### src/pps_pkg.sv
// Shared types and constants of the preemptive priority scheduler.
package pps_pkg;

  localparam int unsigned IN_TIME_W  = 16;
  localparam int unsigned PRIO_W     = 8;
  localparam int unsigned IDX_OUT_W  = 4;
  localparam int unsigned OUT_TIME_W = 16;

  typedef enum logic {
    OP_LOAD = 1'b0,
    OP_TICK = 1'b1
  } op_e;

  typedef struct packed {
    logic load;
    logic begin_tick;
    logic scan;
    logic start_upd;
    logic update;
    logic finish;
  } cmd_t;

  typedef struct packed {
    logic more;
    logic pipe_busy;
  } status_t;

endpackage

### src/pps_ctrl.sv
// Controller state machine that sequences loads and the two passes of a tick.
module pps_ctrl (
  input  logic            clk_i,
  input  logic            rst_ni,
  input  logic            start_i,
  input  logic            opcode_i,
  input  pps_pkg::status_t status_i,
  output pps_pkg::cmd_t    cmd_o,
  output logic            busy_o,
  output logic            strobe_o
);
  import pps_pkg::*;

  typedef enum logic [2:0] {
    S_IDLE = 3'b001,
    S_SCAN = 3'b010,
    S_UPD  = 3'b100
  } state_e;

  state_e state_q, state_d;
  logic   strobe_q, strobe_d;
  logic   pass_done;

  assign pass_done = !status_i.more && !status_i.pipe_busy;

  always_comb begin
    cmd_o    = '0;
    state_d  = state_q;
    strobe_d = 1'b0;
    unique case (state_q)
      S_IDLE: begin
        if (start_i) begin
          if (opcode_i == OP_TICK) begin
            cmd_o.begin_tick = 1'b1;
            state_d          = S_SCAN;
          end else begin
            cmd_o.load = 1'b1;
          end
        end
      end
      S_SCAN: begin
        if (pass_done) begin
          cmd_o.start_upd = 1'b1;
          state_d         = S_UPD;
        end else begin
          cmd_o.scan = 1'b1;
        end
      end
      S_UPD: begin
        if (pass_done) begin
          cmd_o.finish = 1'b1;
          strobe_d     = 1'b1;
          state_d      = S_IDLE;
        end else begin
          cmd_o.update = 1'b1;
        end
      end
      default: begin
        state_d = S_IDLE;
      end
    endcase
  end

  always_ff @(posedge clk_i or negedge rst_ni) begin
    if (!rst_ni) begin
      state_q  <= S_IDLE;
      strobe_q <= 1'b0;
    end else begin
      state_q  <= state_d;
      strobe_q <= strobe_d;
    end
  end

  assign busy_o   = (state_q != S_IDLE);
  assign strobe_o = strobe_q;

endmodule

### src/pps_datapath.sv
// Datapath with the process table memory, the minimum search and the wait update.
module pps_datapath #(
  parameter int unsigned MAX_PROCESSES = 16,
  parameter int unsigned TIME_BITS     = 16
) (
  input  logic                            clk_i,
  input  logic                            rst_ni,
  input  pps_pkg::cmd_t                   cmd_i,
  output pps_pkg::status_t                status_o,
  input  logic [pps_pkg::IN_TIME_W-1:0]   arrival_time_i,
  input  logic [pps_pkg::IN_TIME_W-1:0]   service_time_i,
  input  logic [pps_pkg::PRIO_W-1:0]      priority_level_i,
  output logic [pps_pkg::IDX_OUT_W-1:0]   process_index_o,
  output logic                            idle_o,
  output logic                            finished_o,
  output logic [pps_pkg::OUT_TIME_W-1:0]  finish_time_o,
  output logic [pps_pkg::OUT_TIME_W-1:0]  wait_total_o,
  output logic                            all_done_o
);
  import pps_pkg::*;

  localparam int unsigned IW      = $clog2(MAX_PROCESSES);
  localparam int unsigned CW      = $clog2(MAX_PROCESSES + 1);
  localparam int unsigned TB      = TIME_BITS;
  localparam int unsigned EW      = 3 * TB + PRIO_W;
  localparam int unsigned MW      = (TB > IN_TIME_W) ? TB : IN_TIME_W;
  localparam int unsigned PRIO_LO = TB;
  localparam int unsigned REM_LO  = TB + PRIO_W;
  localparam int unsigned ARR_LO  = 2 * TB + PRIO_W;
  localparam logic [TB-1:0] TIME_MAX = '1;
  localparam logic [CW-1:0] DEPTH    = CW'(MAX_PROCESSES);

  logic [EW-1:0]     mem_q [MAX_PROCESSES];
  logic [EW-1:0]     rdata_q;
  logic [CW-1:0]     cnt_q, addr_q;
  logic [TB-1:0]     time_q;
  logic              valid_q;
  logic [IW-1:0]     didx_q, pick_q;
  logic              have_q, done_q, all_q;
  logic [PRIO_W-1:0] best_q;
  logic [TB-1:0]     wout_q;

  logic              more, rd_en, wr_en, load_ok;
  logic [IW-1:0]     wr_addr;
  logic [EW-1:0]     wr_data;
  logic [TB-1:0]     r_arr, r_rem, r_wait, new_rem, new_wait;
  logic [PRIO_W-1:0] r_prio;
  logic              r_ready, is_pick;
  logic [MW-1:0]     arr_ext, srv_ext;
  logic [TB-1:0]     arr_c, srv_c;

  assign more    = addr_q < cnt_q;
  assign rd_en   = (cmd_i.scan || cmd_i.update) && more;
  assign load_ok = cmd_i.load && (cnt_q < DEPTH);

  assign r_wait  = rdata_q[TB-1:0];
  assign r_prio  = rdata_q[PRIO_LO +: PRIO_W];
  assign r_rem   = rdata_q[REM_LO +: TB];
  assign r_arr   = rdata_q[ARR_LO +: TB];
  assign r_ready = (r_arr <= time_q) && (r_rem != '0);
  assign is_pick = have_q && (didx_q == pick_q);

  assign new_rem  = is_pick ? (r_rem - TB'(1)) : r_rem;
  assign new_wait = (have_q && !is_pick && r_ready && (r_wait != TIME_MAX)) ?
                    (r_wait + TB'(1)) : r_wait;

  assign arr_ext = MW'(arrival_time_i);
  assign srv_ext = MW'(service_time_i);
  assign arr_c   = (arr_ext > MW'(TIME_MAX)) ? TIME_MAX : TB'(arr_ext);
  assign srv_c   = (srv_ext > MW'(TIME_MAX)) ? TIME_MAX : TB'(srv_ext);

  assign wr_en   = load_ok || (cmd_i.update && valid_q);
  assign wr_addr = cmd_i.load ? cnt_q[IW-1:0] : didx_q;
  assign wr_data = cmd_i.load ? {arr_c, srv_c, priority_level_i, {TB{1'b0}}}
                              : {r_arr, new_rem, r_prio, new_wait};

  always_ff @(posedge clk_i) begin
    if (wr_en) begin
      mem_q[wr_addr] <= wr_data;
    end
    if (rd_en) begin
      rdata_q <= mem_q[addr_q[IW-1:0]];
    end
  end

  always_ff @(posedge clk_i or negedge rst_ni) begin
    if (!rst_ni) begin
      cnt_q   <= '0;
      time_q  <= '0;
      addr_q  <= '0;
      valid_q <= 1'b0;
      didx_q  <= '0;
      pick_q  <= '0;
      best_q  <= '0;
      have_q  <= 1'b0;
      done_q  <= 1'b0;
      wout_q  <= '0;
      all_q   <= 1'b1;
    end else begin
      valid_q <= rd_en;
      if (load_ok) begin
        cnt_q <= cnt_q + CW'(1);
      end
      if (cmd_i.begin_tick || cmd_i.start_upd) begin
        addr_q <= '0;
      end else if (rd_en) begin
        addr_q <= addr_q + CW'(1);
      end
      if (rd_en) begin
        didx_q <= addr_q[IW-1:0];
      end
      if (cmd_i.begin_tick) begin
        pick_q <= '0;
        best_q <= '0;
        have_q <= 1'b0;
        done_q <= 1'b0;
        wout_q <= '0;
        all_q  <= 1'b1;
      end
      if (cmd_i.scan && valid_q && r_ready && (!have_q || (r_prio < best_q))) begin
        pick_q <= didx_q;
        best_q <= r_prio;
        have_q <= 1'b1;
      end
      if (cmd_i.update && valid_q) begin
        if (is_pick) begin
          done_q <= (new_rem == '0);
          wout_q <= r_wait;
        end
        if (new_rem != '0) begin
          all_q <= 1'b0;
        end
      end
      if (cmd_i.finish && (time_q != TIME_MAX)) begin
        time_q <= time_q + TB'(1);
      end
    end
  end

  assign status_o.more      = more;
  assign status_o.pipe_busy = valid_q;

  assign process_index_o = IDX_OUT_W'(pick_q);
  assign idle_o          = !have_q;
  assign finished_o      = done_q;
  assign finish_time_o   = OUT_TIME_W'(time_q);
  assign wait_total_o    = OUT_TIME_W'(wout_q);
  assign all_done_o      = all_q;

endmodule

### src/preemptive_priority_scheduler_core.sv
// Top level of the preemptive static-priority scheduler.
// Usage: a transaction is accepted at a rising edge with start_i high and busy_o low.
// With opcode_i low (load) the process fields are written into the next free table
// slot in that single cycle; busy_o stays low and no result follows. A load into a
// full table is dropped.
// With opcode_i high (tick) the block goes busy and makes two passes over the table
// memory, one entry read per cycle: the first pass finds the ready process with the
// smallest priority value, the second writes back remaining and wait times.
// busy_o stays high until both passes over the table are through, paced by the single
// read port of the table memory. In the cycle in which busy_o first reads low,
// strobe_o is high for exactly one cycle and the result ports hold the tick's
// outcome; the receiver takes it at the end of that cycle and cannot stall it.
// A new transaction may be started in that same strobe cycle.
// Reset empties the table, clears the time to zero and returns the controller to idle.
module preemptive_priority_scheduler_core #(
  parameter int unsigned MAX_PROCESSES = 16,
  parameter int unsigned TIME_BITS     = 16
) (
  input  logic                            clk_i,
  input  logic                            rst_ni,
  input  logic                            start_i,
  output logic                            busy_o,
  input  logic                            opcode_i,
  input  logic [pps_pkg::IN_TIME_W-1:0]   arrival_time_i,
  input  logic [pps_pkg::IN_TIME_W-1:0]   service_time_i,
  input  logic [pps_pkg::PRIO_W-1:0]      priority_level_i,
  output logic                            strobe_o,
  output logic [pps_pkg::IDX_OUT_W-1:0]   process_index_o,
  output logic                            idle_o,
  output logic                            finished_o,
  output logic [pps_pkg::OUT_TIME_W-1:0]  finish_time_o,
  output logic [pps_pkg::OUT_TIME_W-1:0]  wait_total_o,
  output logic                            all_done_o
);
  import pps_pkg::*;

  cmd_t    cmd;
  status_t status;

  pps_ctrl u_ctrl (
    .clk_i    (clk_i),
    .rst_ni   (rst_ni),
    .start_i  (start_i),
    .opcode_i (opcode_i),
    .status_i (status),
    .cmd_o    (cmd),
    .busy_o   (busy_o),
    .strobe_o (strobe_o)
  );

  pps_datapath #(
    .MAX_PROCESSES (MAX_PROCESSES),
    .TIME_BITS     (TIME_BITS)
  ) u_datapath (
    .clk_i            (clk_i),
    .rst_ni           (rst_ni),
    .cmd_i            (cmd),
    .status_o         (status),
    .arrival_time_i   (arrival_time_i),
    .service_time_i   (service_time_i),
    .priority_level_i (priority_level_i),
    .process_index_o  (process_index_o),
    .idle_o           (idle_o),
    .finished_o       (finished_o),
    .finish_time_o    (finish_time_o),
    .wait_total_o     (wait_total_o),
    .all_done_o       (all_done_o)
  );

endmodule

### config.mk
export PLATFORM = sky130hd
export DESIGN_NAME = preemptive_priority_scheduler_core
export DESIGN_NICKNAME = d
export VERILOG_FILES = /design/src/pps_pkg.sv /design/src/pps_ctrl.sv /design/src/pps_datapath.sv /design/src/preemptive_priority_scheduler_core.sv
export SDC_FILE = /design/constraint.sdc
export NUM_CORES = 1
export LEC_CHECK = 0
export BUFFER_PORTS_ARGS = -buffer_cell sky130_fd_sc_hd__buf_4
export CELL_PAD_IN_SITES_DETAIL_PLACEMENT = 1
export CELL_PAD_IN_SITES_GLOBAL_PLACEMENT = 1
export CORE_ASPECT_RATIO = 1.4
export CORE_UTILIZATION = 50
export DETAILED_ROUTE_END_ITERATION = 8
export GPL_ROUTABILITY_DRIVEN = 0
export HOLD_SLACK_MARGIN = 0.08
export PLACE_DENSITY_LB_ADDON = 0.1
export SLEW_MARGIN = 20
export SYNTH_ARGS = -nofsm -noshare
export SYNTH_HDL_FRONTEND = slang
export SYNTH_SLANG_ARGS = --single-unit
### constraint.sdc
create_clock -name clk_i -period 4.9 [get_ports clk_i]
set_input_delay 0.49 -clock clk_i [delete_from_list [all_inputs] [get_ports clk_i]]
set_output_delay 0.49 -clock clk_i [all_outputs]
set_load 0.005 [all_outputs]
==> results.sh, run 1 <==
export IMPL_run_status="finished clean"
export IMPL_finClkSkew_ns=0.0215
export IMPL_timing_worst_slew_pin_value_ns=1.15
export IMPL_clock_network_latency_to_the_later_pin_of_the_worst_skew_pair_ns=0.67
export IMPL_crit_path_end_kind="register"
export IMPL_place_inst=3098
export IMPL_async_reset_ff_frac=0.0648
export IMPL_mapped_avg_cell_area_um2=20.4
export IMPL_intPower_mw=15.1
export IMPL_post_route_cells_drive_above_1_share=0.281
export IMPL_arrival_time_reported_for_the_critical_path_endpoint_ns=4.52
export IMPL_ys_seq_area_frac=0.750
export IMPL_clk_path_buf_depth=3
export IMPL_final_min_clock_period_ns=4.21
export IMPL_syn2layout_area_growth_pct=13.5
export IMPL_final_cells=3275
export IMPL_cp_start_kind="register"
export IMPL_number_of_sinks_handled_by_clock_tree_synthesis=1018
export IMPL_finalCritPeriodShare=0.859
export IMPL_drtAntennaViolNets=0
export IMPL_ys_ff_latch=1018
export IMPL_placement_stage_worst_setup_slack_ns=0.647
export IMPL_htree_num_levels=3
export IMPL_clock_power_share=0.359
export IMPL_route_detailed_drc=0
export IMPL_synthesis_nets=2052
export IMPL_detailedPlacementHpwl_um=56000
export IMPL_wl_per_cell_um=30.5
export IMPL_p_leak_nw=14.6
export IMPL_vias=20100
export IMPL_die_area_mm2=0.0818
export IMPL_tns_ns=0
export IMPL_grt_pass1_wl_um=147000
export IMPL_fillerInstances=6753
export IMPL_clkTransAtPathRegs_ns=0.06
export IMPL_yosysUniqueCellTypes=64
export IMPL_rsz0062_at_grt="false"
export IMPL_critical_path_class="register to register"
export IMPL_postSynthCellCount=1976
export IMPL_achievable_clock_frequency_ghz=0.238
export IMPL_net_switching_power_mw=4.61
export IMPL_rr_endpoint="u_datapath.mem_q[15][3]"
export IMPL_number_of_hold_violations_in_the_final_report=0
export IMPL_drt_iter0_drc=1662
export IMPL_cts_buffers=95
export IMPL_slew_violations=0
export IMPL_sequential_group_share_of_total_power=0.496
export IMPL_clock_tree_from_tritoncts="built"
export IMPL_first_global_vias=22000
export IMPL_reg2reg_from="u_datapath.finish_time_o[1]"
export IMPL_critical_path_max_fanout=25
export IMPL_antenna_found_initial=1
export IMPL_coreArea_mm2=0.0795
export IMPL_final_nets=2218
export IMPL_max_cap_violations=0
export IMPL_setup_ws_ns=0.691
export IMPL_hold_class="primary input to async pin"
export IMPL_worst_r2r_cell_count=9
export IMPL_ys_warn_count=0
export IMPL_layout_core_utilization=0.576
export IMPL_root_buffer="sky130_fd_sc_hd__clkbuf_16"
export IMPL_synth_cell_area_mm2=0.0403
export IMPL_die_height_um=338
export IMPL_ioPinCount=85
export IMPL_report_final_setup_viol=0
export IMPL_drtPass1Iterations=5
export IMPL_switching_share=0.234
export IMPL_floorplan_initialDensity=0.507
export IMPL_synth_top_flop_cell="sky130_fd_sc_hd__edfxtp_1"
export IMPL_post_cts_repair_setup_buffers=0
export IMPL_rows=122
export IMPL_die_width_um=242
export IMPL_combinationalPowerShare=0.144
export IMPL_global_route_usage_total=0.251
export IMPL_route_final_wire_length_um=99800
export IMPL_pin_count_of_the_biggest_net_entering_global_routing=134
export IMPL_crit_start="u_datapath.finish_time_o[1]"
export IMPL_grt_overflow_total=0
export IMPL_critPathRequiredTime_ns=5.22
export IMPL_slew_limit_headroom=0.233
export IMPL_n_antenna_cell=0
export IMPL_synth_enable_flop_cells=952
export IMPL_peakVddDrop_mv=0.439
export IMPL_port_buf_inserts=84
export IMPL_worst_r2r_setup_slack_ns=0.69
export IMPL_p_per_area_mw_per_mm2=431
export IMPL_route_detailed_vias_per_inst=6.13
export IMPL_power_mw=19.7
export IMPL_worst_setup_path_endpoint="u_datapath.mem_q[15][3]"
[cell usage after synthesis, types with 2 or more instances]
library cell                number  area, um2
sky130_fd_sc_hd__o211ai_1        3       22.5
sky130_fd_sc_hd__ha_1           32        400
sky130_fd_sc_hd__nor4_1          8       50.1
sky130_fd_sc_hd__nand4b_1        3       26.3
sky130_fd_sc_hd__mux2_2          6       67.6
sky130_fd_sc_hd__or4_1           8       60.1
sky130_fd_sc_hd__nand3b_1        4       30.0
sky130_fd_sc_hd__o31ai_1         6       45.0
sky130_fd_sc_hd__and2_1          4       25.0
sky130_fd_sc_hd__buf_2           7       35.0
sky130_fd_sc_hd__nand3_1        45        225
sky130_fd_sc_hd__o22ai_1         2       12.5
sky130_fd_sc_hd__dfrtp_1        64       1600
sky130_fd_sc_hd__mux4_2        280       6310
sky130_fd_sc_hd__nor3_1         16       80.1
sky130_fd_sc_hd__xnor2_2         2       32.5
sky130_fd_sc_hd__nor4b_1         2       17.5
sky130_fd_sc_hd__a211oi_1        3       22.5
sky130_fd_sc_hd__a31oi_1         6       37.5
sky130_fd_sc_hd__nand4_1        16        100
sky130_fd_sc_hd__xor2_1          8       70.1
sky130_fd_sc_hd__and4_1          2       17.5
sky130_fd_sc_hd__o21ai_0        36        180
sky130_fd_sc_hd__edfxtp_1      952      28600
sky130_fd_sc_hd__nor2_1         52        195
sky130_fd_sc_hd__or3_1          10       62.6
sky130_fd_sc_hd__mux2i_1        14        140
sky130_fd_sc_hd__nand2b_1        7       43.8
sky130_fd_sc_hd__buf_1          17       63.8
sky130_fd_sc_hd__clkbuf_1       66        248
sky130_fd_sc_hd__dfstp_2         2       52.6
sky130_fd_sc_hd__a2111oi_0       2       17.5
sky130_fd_sc_hd__nor2b_1         4       25.0
sky130_fd_sc_hd__a21o_1          4       30.0
sky130_fd_sc_hd__a21oi_1        36        180
sky130_fd_sc_hd__nand2_1       140        526
sky130_fd_sc_hd__xnor2_1        26        228
sky130_fd_sc_hd__and3_1          7       43.8
sky130_fd_sc_hd__inv_1          49        184
[stage by stage]
stage / hold WS, ns / area [um2]
floorplan: 0.194 / 40300
global placement: 0.371 / 42800
detailed placement: 0.381 / 42800
CTS: 0.211 / 45800
global route: 0.234 / 45800
finish: 0.245 / 45800
[worst min path at each step]
stage / endpoint / depth (start not counted)
2_1_floorplan: u_ctrl.state_q[1] / 0
3_3_place_gp: u_datapath.finish_time_o[11] / 1
3_5_place_dp: u_datapath.finish_time_o[11] / 1
4_1_cts: u_datapath.finish_time_o[11] / 2
5_1_grt: u_datapath.finish_time_o[11] / 2
6_report: u_datapath.finish_time_o[11] / 2
[state kept, by name, summed over array words and instances (netlist names), 3 cells and up]
| name | flops |
|---|---|
| u_datapath.addr_q | 5 |
| u_datapath.best_q | 8 |
| u_datapath.mem_q | 896 |
| u_datapath.didx_q | 4 |
| u_datapath.cnt_q | 5 |
| u_ctrl.state_q | 3 |
| u_datapath.wait_total_o | 16 |
| u_datapath.process_index_o | 4 |
| u_datapath.rdata_q | 56 |
| u_datapath.finish_time_o | 16 |
[cells in the final DEF (no fill, tap or decap), types with 8 or more instances in the layout]
| cell type | count |
|---|---|
| sky130_fd_sc_hd__nand3_1 | 45 |
| sky130_fd_sc_hd__nor2_1 | 36 |
| sky130_fd_sc_hd__o21ai_0 | 34 |
| sky130_fd_sc_hd__nand2_1 | 140 |
| sky130_fd_sc_hd__or3_1 | 10 |
| sky130_fd_sc_hd__mux4_2 | 280 |
| sky130_fd_sc_hd__clkbuf_1 | 19 |
| sky130_fd_sc_hd__xor2_1 | 8 |
| sky130_fd_sc_hd__buf_4 | 148 |
| sky130_fd_sc_hd__clkbuf_16 | 95 |
| sky130_fd_sc_hd__nor4_1 | 8 |
| sky130_fd_sc_hd__clkinv_1 | 23 |
| sky130_fd_sc_hd__inv_1 | 48 |
| sky130_fd_sc_hd__mux2i_1 | 14 |
| sky130_fd_sc_hd__clkinv_2 | 19 |
| sky130_fd_sc_hd__nand4_1 | 16 |
| sky130_fd_sc_hd__edfxtp_1 | 952 |
| sky130_fd_sc_hd__dfrtp_1 | 60 |
| sky130_fd_sc_hd__nor2_4 | 16 |
| sky130_fd_sc_hd__xnor2_1 | 26 |
| sky130_fd_sc_hd__ha_1 | 32 |
| sky130_fd_sc_hd__or4_1 | 8 |
| sky130_fd_sc_hd__a21oi_1 | 33 |
| sky130_fd_sc_hd__nor3_1 | 13 |
| sky130_fd_sc_hd__buf_12 | 11 |
[power groups by stage]
| stage | combinational [mW] | sequential (mW) | clock (mW) |
|---|---|---|---|
| 5_1_grt | 3.08 | 9.79 | 7.51 |
| 4_1_cts | 2.92 | 9.78 | 7.24 |
| 3_5_place_dp | 2.91 | 9.97 | 0 |
| 6_report | 2.85 | 9.78 | 7.08 |
| 2_1_floorplan | 2.22 | 9.92 | 0 |
| 3_3_place_gp | 2.87 | 9.97 | 0 |
[cell families after synthesis]
logic type               after synthesis  synth area share
AO/OA/AOI/OAI                        114            0.0176
buffers and inverters                140            0.0133
multiplexers                         300             0.161
flip-flops                          1018             0.750
AND/OR/NAND/NOR                      336            0.0398
XOR/XNOR                              36           0.00819
adder cells (fa/ha/maj)               32           0.00993
[worst max-delay path, cell delays in order, from the launching register on]
cell                        delay [ns]
sky130_fd_sc_hd__dfrtp_1          0.44
sky130_fd_sc_hd__inv_1            0.07
sky130_fd_sc_hd__ha_1             0.32
sky130_fd_sc_hd__nor2b_1          0.14
sky130_fd_sc_hd__o211ai_1         0.17
sky130_fd_sc_hd__a2111oi_0        0.13
sky130_fd_sc_hd__or4b_1           0.58
sky130_fd_sc_hd__and2_1           0.53
sky130_fd_sc_hd__or4_1            0.63
sky130_fd_sc_hd__a21oi_1          0.85
[timing repair]
action | in CTS | in global routing
endpoints found under the hold margin | 16 | 0
hold buffers | 1 | 0
resized for setup | 0 | 0
[cell type report]
class / instances / area (um2) / share of cell area
Sequential cell: 1018 / 30300 / 0.661
Multi-Input combinational cell: 818 / 9720 / 0.212
Clock buffer: 115 / 2460 / 0.0538
Timing Repair Buffer: 160 / 1340 / 0.0293
Tap cell: 1054 / 1320 / 0.0288
Clock inverter: 61 / 504 / 0.0110
Inverter: 49 / 185 / 0.00404
[routing by layer]
metal  up-vias  routed length [um]  GRT usage
li1       8437                   -          -
met1     10900               40800      0.334
met2       571               51900      0.435
met3       150                4820     0.0350
met4         2                2220     0.0722
met5         -                  12          0
(Power assumes the default switching activity.)
==> inputs of run 2 (changes only) <==
==> constraint.sdc (replaced) <==
create_clock -name clk_i -period 4.11 [get_ports clk_i]
set_input_delay 0.411 -clock clk_i [delete_from_list [all_inputs] [get_ports clk_i]]
set_output_delay 0.411 -clock clk_i [all_outputs]
set_load 0.005 [all_outputs]
==> results.sh, run 2 (synthesis results as in run 1) <==
export IMPL_global_route_usage_total=0.254
export IMPL_port_buf_inserts=84
export IMPL_sequential_group_share_of_total_power=0.486
export IMPL_critical_path_max_fanout=16
export IMPL_combinationalPowerShare=0.141
export IMPL_clock_power_share=0.373
export IMPL_slew_limit_headroom=0.239
export IMPL_grt_pass1_wl_um=149000
export IMPL_post_cts_repair_setup_buffers=0
export IMPL_clkTransAtPathRegs_ns=0.06
export IMPL_clock_tree_from_tritoncts="built"
export IMPL_floorplan_initialDensity=0.507
export IMPL_route_final_wire_length_um=101000
export IMPL_grt_util_met2=0.449
export IMPL_ioPinCount=85
export IMPL_route_detailed_drc=0
export IMPL_worst_r2r_cell_count=11
export IMPL_clock_network_latency_to_the_later_pin_of_the_worst_skew_pair_ns=0.66
export IMPL_placedInstanceArea_mm2=0.0431
export IMPL_p_leak_nw=14.8
export IMPL_wl_per_cell_um=30.6
export IMPL_p_per_area_mw_per_mm2=520
export IMPL_intPower_mw=18.5
export IMPL_hold_class="primary input to register"
export IMPL_worst_r2r_setup_slack_ns=0.69
export IMPL_reg2reg_from="u_datapath.finish_time_o[1]"
export IMPL_met3_track_usage_gr=0.0397
export IMPL_tns_ns=0
export IMPL_switching_share=0.229
export IMPL_critPathMostFrequentCell="sky130_fd_sc_hd__buf_4"
export IMPL_number_of_sinks_handled_by_clock_tree_synthesis=1018
export IMPL_setup_ws_ns=0.686
export IMPL_critical_path_cell_chain="inv_1 > ha_1 > nor2b_1 > o211ai_1 > a2111oi_0 > or4b_1 > and2_1 > buf_4 > or4_1 > a21oi_1 > buf_4"
export IMPL_die_width_um=242
export IMPL_final_nets=2239
export IMPL_final_cell_mix="sky130_fd_sc_hd__edfxtp_1 (952), sky130_fd_sc_hd__mux4_2 (280), sky130_fd_sc_hd__buf_4 (157)"
export IMPL_final_min_clock_period_ns=3.42
export IMPL_report_final_setup_viol=0
export IMPL_worstHoldPathCells=4
export IMPL_mostFrequentLayoutCell="sky130_fd_sc_hd__edfxtp_1"
export IMPL_rows=122
export IMPL_htree_num_levels=3
export IMPL_pin_count_of_the_biggest_net_entering_global_routing=165
export IMPL_clk_path_buf_depth=3
export IMPL_die_area_mm2=0.0818
export IMPL_drt_iter0_drc=1607
export IMPL_post_route_cell_area_mm2=0.0462
export IMPL_reg_top3="u_datapath.mem_q (896), u_datapath.rdata_q (56)"
export IMPL_drtPass1Iterations=5
export IMPL_combined_area_of_the_multi_input_logic_cells_mm2=0.00971
export IMPL_number_of_hold_violations_in_the_final_report=0
export IMPL_post_route_cells_drive_above_1_share=0.286
export IMPL_critPathTopFamily="simple AND/OR/NAND/NOR gates"
export IMPL_slew_violations=0
export IMPL_critPathBufInv=3
export IMPL_placement_stage_worst_setup_slack_ns=0.662
export IMPL_first_global_vias=22100
export IMPL_timing_worst_slew_pin_value_ns=1.14
export IMPL_net_switching_power_mw=5.50
export IMPL_hold_path_startpoint="opcode_i"
export IMPL_detailedPlacementHpwl_um=55600
export IMPL_final_hold_worst_slack_ns=0.133
export IMPL_critPathRequiredTime_ns=4.61
export IMPL_critical_path_class="register to register"
export IMPL_max_stage_delay_ns=0.62
export IMPL_crit_path_end_kind="register"
export IMPL_run_status="finished clean"
export IMPL_registers_top_by_ff_count="u_datapath.mem_q"
export IMPL_max_cap_violations=0
export IMPL_finClkSkew_ns=0.0209
export IMPL_final_cells=3296
export IMPL_power_mw=24.0
export IMPL_cp_start_kind="register"
export IMPL_die_height_um=338
export IMPL_layout_core_utilization=0.581
export IMPL_vias=20100
export IMPL_peakVddDrop_mv=0.443
export IMPL_hold_path_end="u_ctrl.state_q[0]"
export IMPL_drtAntennaViolNets=0
export IMPL_cts_buffers=97
export IMPL_top_usage_layer="met2"
export IMPL_arrival_time_reported_for_the_critical_path_endpoint_ns=3.93
export IMPL_coreArea_mm2=0.0795
export IMPL_achievable_clock_frequency_ghz=0.292
export IMPL_critical_path_slowest_cell="sky130_fd_sc_hd__or4b_1"
export IMPL_route_detailed_vias_per_inst=6.10
export IMPL_fraction_of_met1_tracks_used_by_global_routing=0.328
export IMPL_syn2layout_area_growth_pct=14.6
export IMPL_root_buffer="sky130_fd_sc_hd__clkbuf_16"
export IMPL_rr_endpoint="u_datapath.mem_q[2][8]"
export IMPL_place_inst=3116
export IMPL_max_reg_flops=896
export IMPL_fillerInstances=6717
export IMPL_finalCritPeriodShare=0.833
export IMPL_antenna_found_initial=0
export IMPL_final_seq_area_mm2=0.0303
export IMPL_rsz0062_at_grt="false"
export IMPL_grt_overflow_total=0
run 2: cell types whose count changed in the layout (fill, tap and decap cells not counted), sizes merged:
cell | previous run | this run
buf | 159 | 178
clkinv | 49 | 36
clkbuf | 115 | 124
bufinv | 6 | 11
clkinvlp | 4 | 5
diode | 0 | 1
inv | 51 | 50
run 2: what timing repair did:
action	CTS	global route
resized for setup	0	0
hold buffers	1	0
hold endpoints to repair	64	0
run 2: final cells by class:
type,instances,area share
sequential,1018,0.654
inverter,49,0.00400
multi-input combinational,818,0.210
timing repair buffer,179,0.0347
tap,1054,0.0285
clock inverter,53,0.0118
clock buffer,124,0.0565
antenna,1,0.0000541
run 2: worst register-to-register path: stages (launching register included):
cell and delay [ns]:
sky130_fd_sc_hd__dfrtp_1 0.43, sky130_fd_sc_hd__inv_1 0.07, sky130_fd_sc_hd__ha_1 0.31, sky130_fd_sc_hd__nor2b_1 0.14
sky130_fd_sc_hd__o211ai_1 0.15, sky130_fd_sc_hd__a2111oi_0 0.11, sky130_fd_sc_hd__or4b_1 0.62, sky130_fd_sc_hd__and2_1 0.23
sky130_fd_sc_hd__buf_4 0.19, sky130_fd_sc_hd__or4_1 0.51, sky130_fd_sc_hd__a21oi_1 0.26, sky130_fd_sc_hd__buf_4 0.24
run 2: worst max path at each step:
| stage | start | end | slack [ns] | cells after the start |
|---|---|---|---|---|
| after floorplan | u_ctrl.state_q[0] | u_datapath.mem_q[7][0] | -0.59 | 8 |
| after global placement | u_datapath.finish_time_o[1] | u_datapath.process_index_o[3] | 0.71 | 10 |
| after detailed placement | u_datapath.finish_time_o[1] | u_datapath.mem_q[11][8] | 0.66 | 11 |
| after CTS | u_datapath.finish_time_o[1] | u_datapath.mem_q[11][8] | 0.63 | 11 |
| after global routing | u_datapath.finish_time_o[11] | u_datapath.mem_q[6][7] | 0.34 | 9 |
| final | u_datapath.finish_time_o[1] | u_datapath.mem_q[2][8] | 0.69 | 11 |
run 2: power groups by stage:
| stage | registers, mW | clock network, mW | logic, mW |
|---|---|---|---|
| final | 11.7 | 8.96 | 3.39 |
| after global routing | 11.7 | 9.47 | 3.68 |
| after CTS | 11.7 | 9.14 | 3.48 |
| after detailed placement | 11.9 | 0 | 3.47 |
| after global placement | 11.9 | 0 | 3.41 |
| after floorplan | 11.8 | 0 | 2.64 |
run 2: metal layers:
layer	up-vias	share of wire
met1	10900	0.40
li1	8486	-
met2	583	0.53
met5	-	0
met3	143	0.053
met4	0	0.020
==> inputs of run 3 (changes only) <==
==> constraint.sdc (replaced) <==
create_clock -name clk_i -period 2.8 [get_ports clk_i]
set_input_delay 0.28 -clock clk_i [delete_from_list [all_inputs] [get_ports clk_i]]
set_output_delay 0.28 -clock clk_i [all_outputs]
set_load 0.005 [all_outputs]
==> results.sh, run 3 (synthesis results as in run 1) <==
export IMPL_run_status="finished with violations"
export IMPL_failed_checks="setup timing"
export IMPL_root_buffer="sky130_fd_sc_hd__clkbuf_16"
export IMPL_post_route_cell_area_mm2=0.0481
export IMPL_number_of_sinks_handled_by_clock_tree_synthesis=1018
export IMPL_placement_stage_worst_setup_slack_ns=-1.12
export IMPL_crit_path_end_kind="register"
export IMPL_final_cell_mix="sky130_fd_sc_hd__edfxtp_1 (952), sky130_fd_sc_hd__mux4_2 (280), sky130_fd_sc_hd__buf_4 (243)"
export IMPL_max_cap_violations=0
export IMPL_post_route_cells_drive_above_1_share=0.348
export IMPL_clock_network_latency_to_the_later_pin_of_the_worst_skew_pair_ns=0.66
export IMPL_htree_num_levels=3
export IMPL_achievable_clock_frequency_ghz=0.323
export IMPL_rows=122
export IMPL_die_area_mm2=0.0818
export IMPL_vias=20800
export IMPL_critical_path_slowest_cell="sky130_fd_sc_hd__or4b_4"
export IMPL_crit_start="u_datapath.finish_time_o[13]"
export IMPL_final_nets=2378
export IMPL_finalCritPeriodShare=1.11
export IMPL_placedInstanceArea_mm2=0.0446
export IMPL_p_leak_nw=15.7
export IMPL_max_stage_delay_ns=0.59
export IMPL_cts_buffers=95
export IMPL_reg2reg_from="u_datapath.finish_time_o[13]"
export IMPL_route_detailed_drc=0
export IMPL_clk_path_buf_depth=3
export IMPL_coreArea_mm2=0.0795
export IMPL_hold_class="primary input to register"
export IMPL_slew_limit_headroom=0.296
export IMPL_port_buf_inserts=84
export IMPL_detailedPlacementHpwl_um=59400
export IMPL_cp_start_kind="register"
export IMPL_timing_worst_slew_pin_value_ns=1.06
export IMPL_peakVddDrop_mv=0.553
export IMPL_slew_violations=0
export IMPL_drtPass1Iterations=5
export IMPL_fillerInstances=6626
export IMPL_mostFrequentLayoutCell="sky130_fd_sc_hd__edfxtp_1"
export IMPL_layout_core_utilization=0.605
export IMPL_reg_top3="u_datapath.mem_q (896), u_datapath.rdata_q (56)"
export IMPL_finClkSkew_ns=0.0223
export IMPL_grt_pass1_wl_um=151000
export IMPL_critical_path_max_fanout=8
export IMPL_clock_tree_from_tritoncts="built"
export IMPL_ioPinCount=85
export IMPL_wl_per_cell_um=30.1
export IMPL_clkTransAtPathRegs_ns=0.06
export IMPL_critPathMostFrequentCell="sky130_fd_sc_hd__buf_6"
export IMPL_max_reg_flops=896
export IMPL_p_per_area_mw_per_mm2=730
export IMPL_critPathRequiredTime_ns=3.32
export IMPL_final_hold_worst_slack_ns=0.114
export IMPL_hold_path_startpoint="service_time_i[0]"
export IMPL_number_of_hold_violations_in_the_final_report=0
export IMPL_critPathBufInv=4
export IMPL_critical_path_class="register to register"
export IMPL_arrival_time_reported_for_the_critical_path_endpoint_ns=3.62
export IMPL_pin_count_of_the_biggest_net_entering_global_routing=156
export IMPL_grt_overflow_total=0
export IMPL_registers_top_by_ff_count="u_datapath.mem_q"
export IMPL_drtAntennaViolNets=0
export IMPL_antenna_found_initial=5
export IMPL_drt_iter0_drc=1552
export IMPL_global_route_usage_total=0.258
export IMPL_rsz0062_at_grt="true"
export IMPL_setup_ws_ns=-0.297
export IMPL_route_final_wire_length_um=103000
export IMPL_report_final_setup_viol=256
export IMPL_final_min_clock_period_ns=3.10
export IMPL_critPathTopFamily="simple AND/OR/NAND/NOR gates"
export IMPL_first_global_vias=22600
export IMPL_route_detailed_vias_per_inst=6.07
export IMPL_die_width_um=242
export IMPL_critical_path_cell_chain="inv_1 > ha_1 > nand4_1 > a211oi_1 > or4b_4 > and2_4 > buf_6 > or4_4 > a21oi_4 > buf_6 > buf_12"
export IMPL_die_height_um=338
export IMPL_syn2layout_area_growth_pct=19.3
export IMPL_floorplan_initialDensity=0.507
-- run 3: path summary, 6_finish.rpt --
check | endpoint | slack, ns | cells past startpoint
worst min-delay path | u_datapath.mem_q[0][24] | 0.11 | 4
min in group asynchronous | u_datapath.wait_total_o[5] | 0.19 | 2
worst max register to register | u_datapath.mem_q[11][4] | -0.30 | 11
max in group asynchronous | u_datapath.best_q[1] | 1.85 | 3
worst min register to register | u_datapath.all_done_o | 0.49 | 2
worst max-delay path | u_datapath.mem_q[11][4] | -0.30 | 11
-- run 3: power breakdown --
group / switching, mW / total (mW) / internal (mW)
Combinational: 2.58 / 5.50 / 2.93
Sequential: 0.0835 / 17.1 / 17.0
Clock: 5.49 / 12.6 / 7.08
-- run 3: stage by stage --
stage / std cells / total power [mW] / setup TNS, ns
finish: 3433 / 35.1 / -44.92
detailed placement: 3238 / 22.9 / -116.95
global placement: 3238 / 22.8 / -90.46
CTS: 3428 / 35.5 / -53.96
floorplan: 1976 / 21.3 / -104.15
global route: 3433 / 36.3 / -73.74
-- run 3: layout make-up --
class                           count  area (um2)  share of cell area
Sequential cell                  1018       30300               0.629
Multi-Input combinational cell    818       10100               0.210
Timing Repair Buffer              320        3260              0.0677
Clock buffer                      119        2510              0.0521
Tap cell                         1054        1320              0.0274
Clock inverter                     54         474             0.00986
Inverter                           49         188             0.00390
Antenna cell                        1        2.50           0.0000520
-- run 3: per-layer routing --
layer | track usage | vias to the layer above | wire length, um
met4 | 0.0804 | 6 | 2460
met1 | 0.333 | 11200 | 41200
met2 | 0.454 | 670 | 53900
met3 | 0.0357 | 173 | 5590
li1 | - | 8755 | -
met5 | 0 | - | 39
-- run 3: worst min-delay path: cells and delay by family --
kind	cells	cell delay, ns
compound gates	1	0.06
simple gates	1	0.03
buf+inv	2	0.26
-- run 3: what timing repair did --
| item | in CTS | in global routing |
|---|---|---|
| setup buffers | 9 | 2 |
| resized for setup | 49 | 28 |
| hold endpoints to repair | 41 | 0 |
| hold buffers | 3 | 0 |
| pin swaps | 16 | 6 |
| gates cloned | 5 | 3 |
| endpoints found under the setup margin | 317 | 388 |
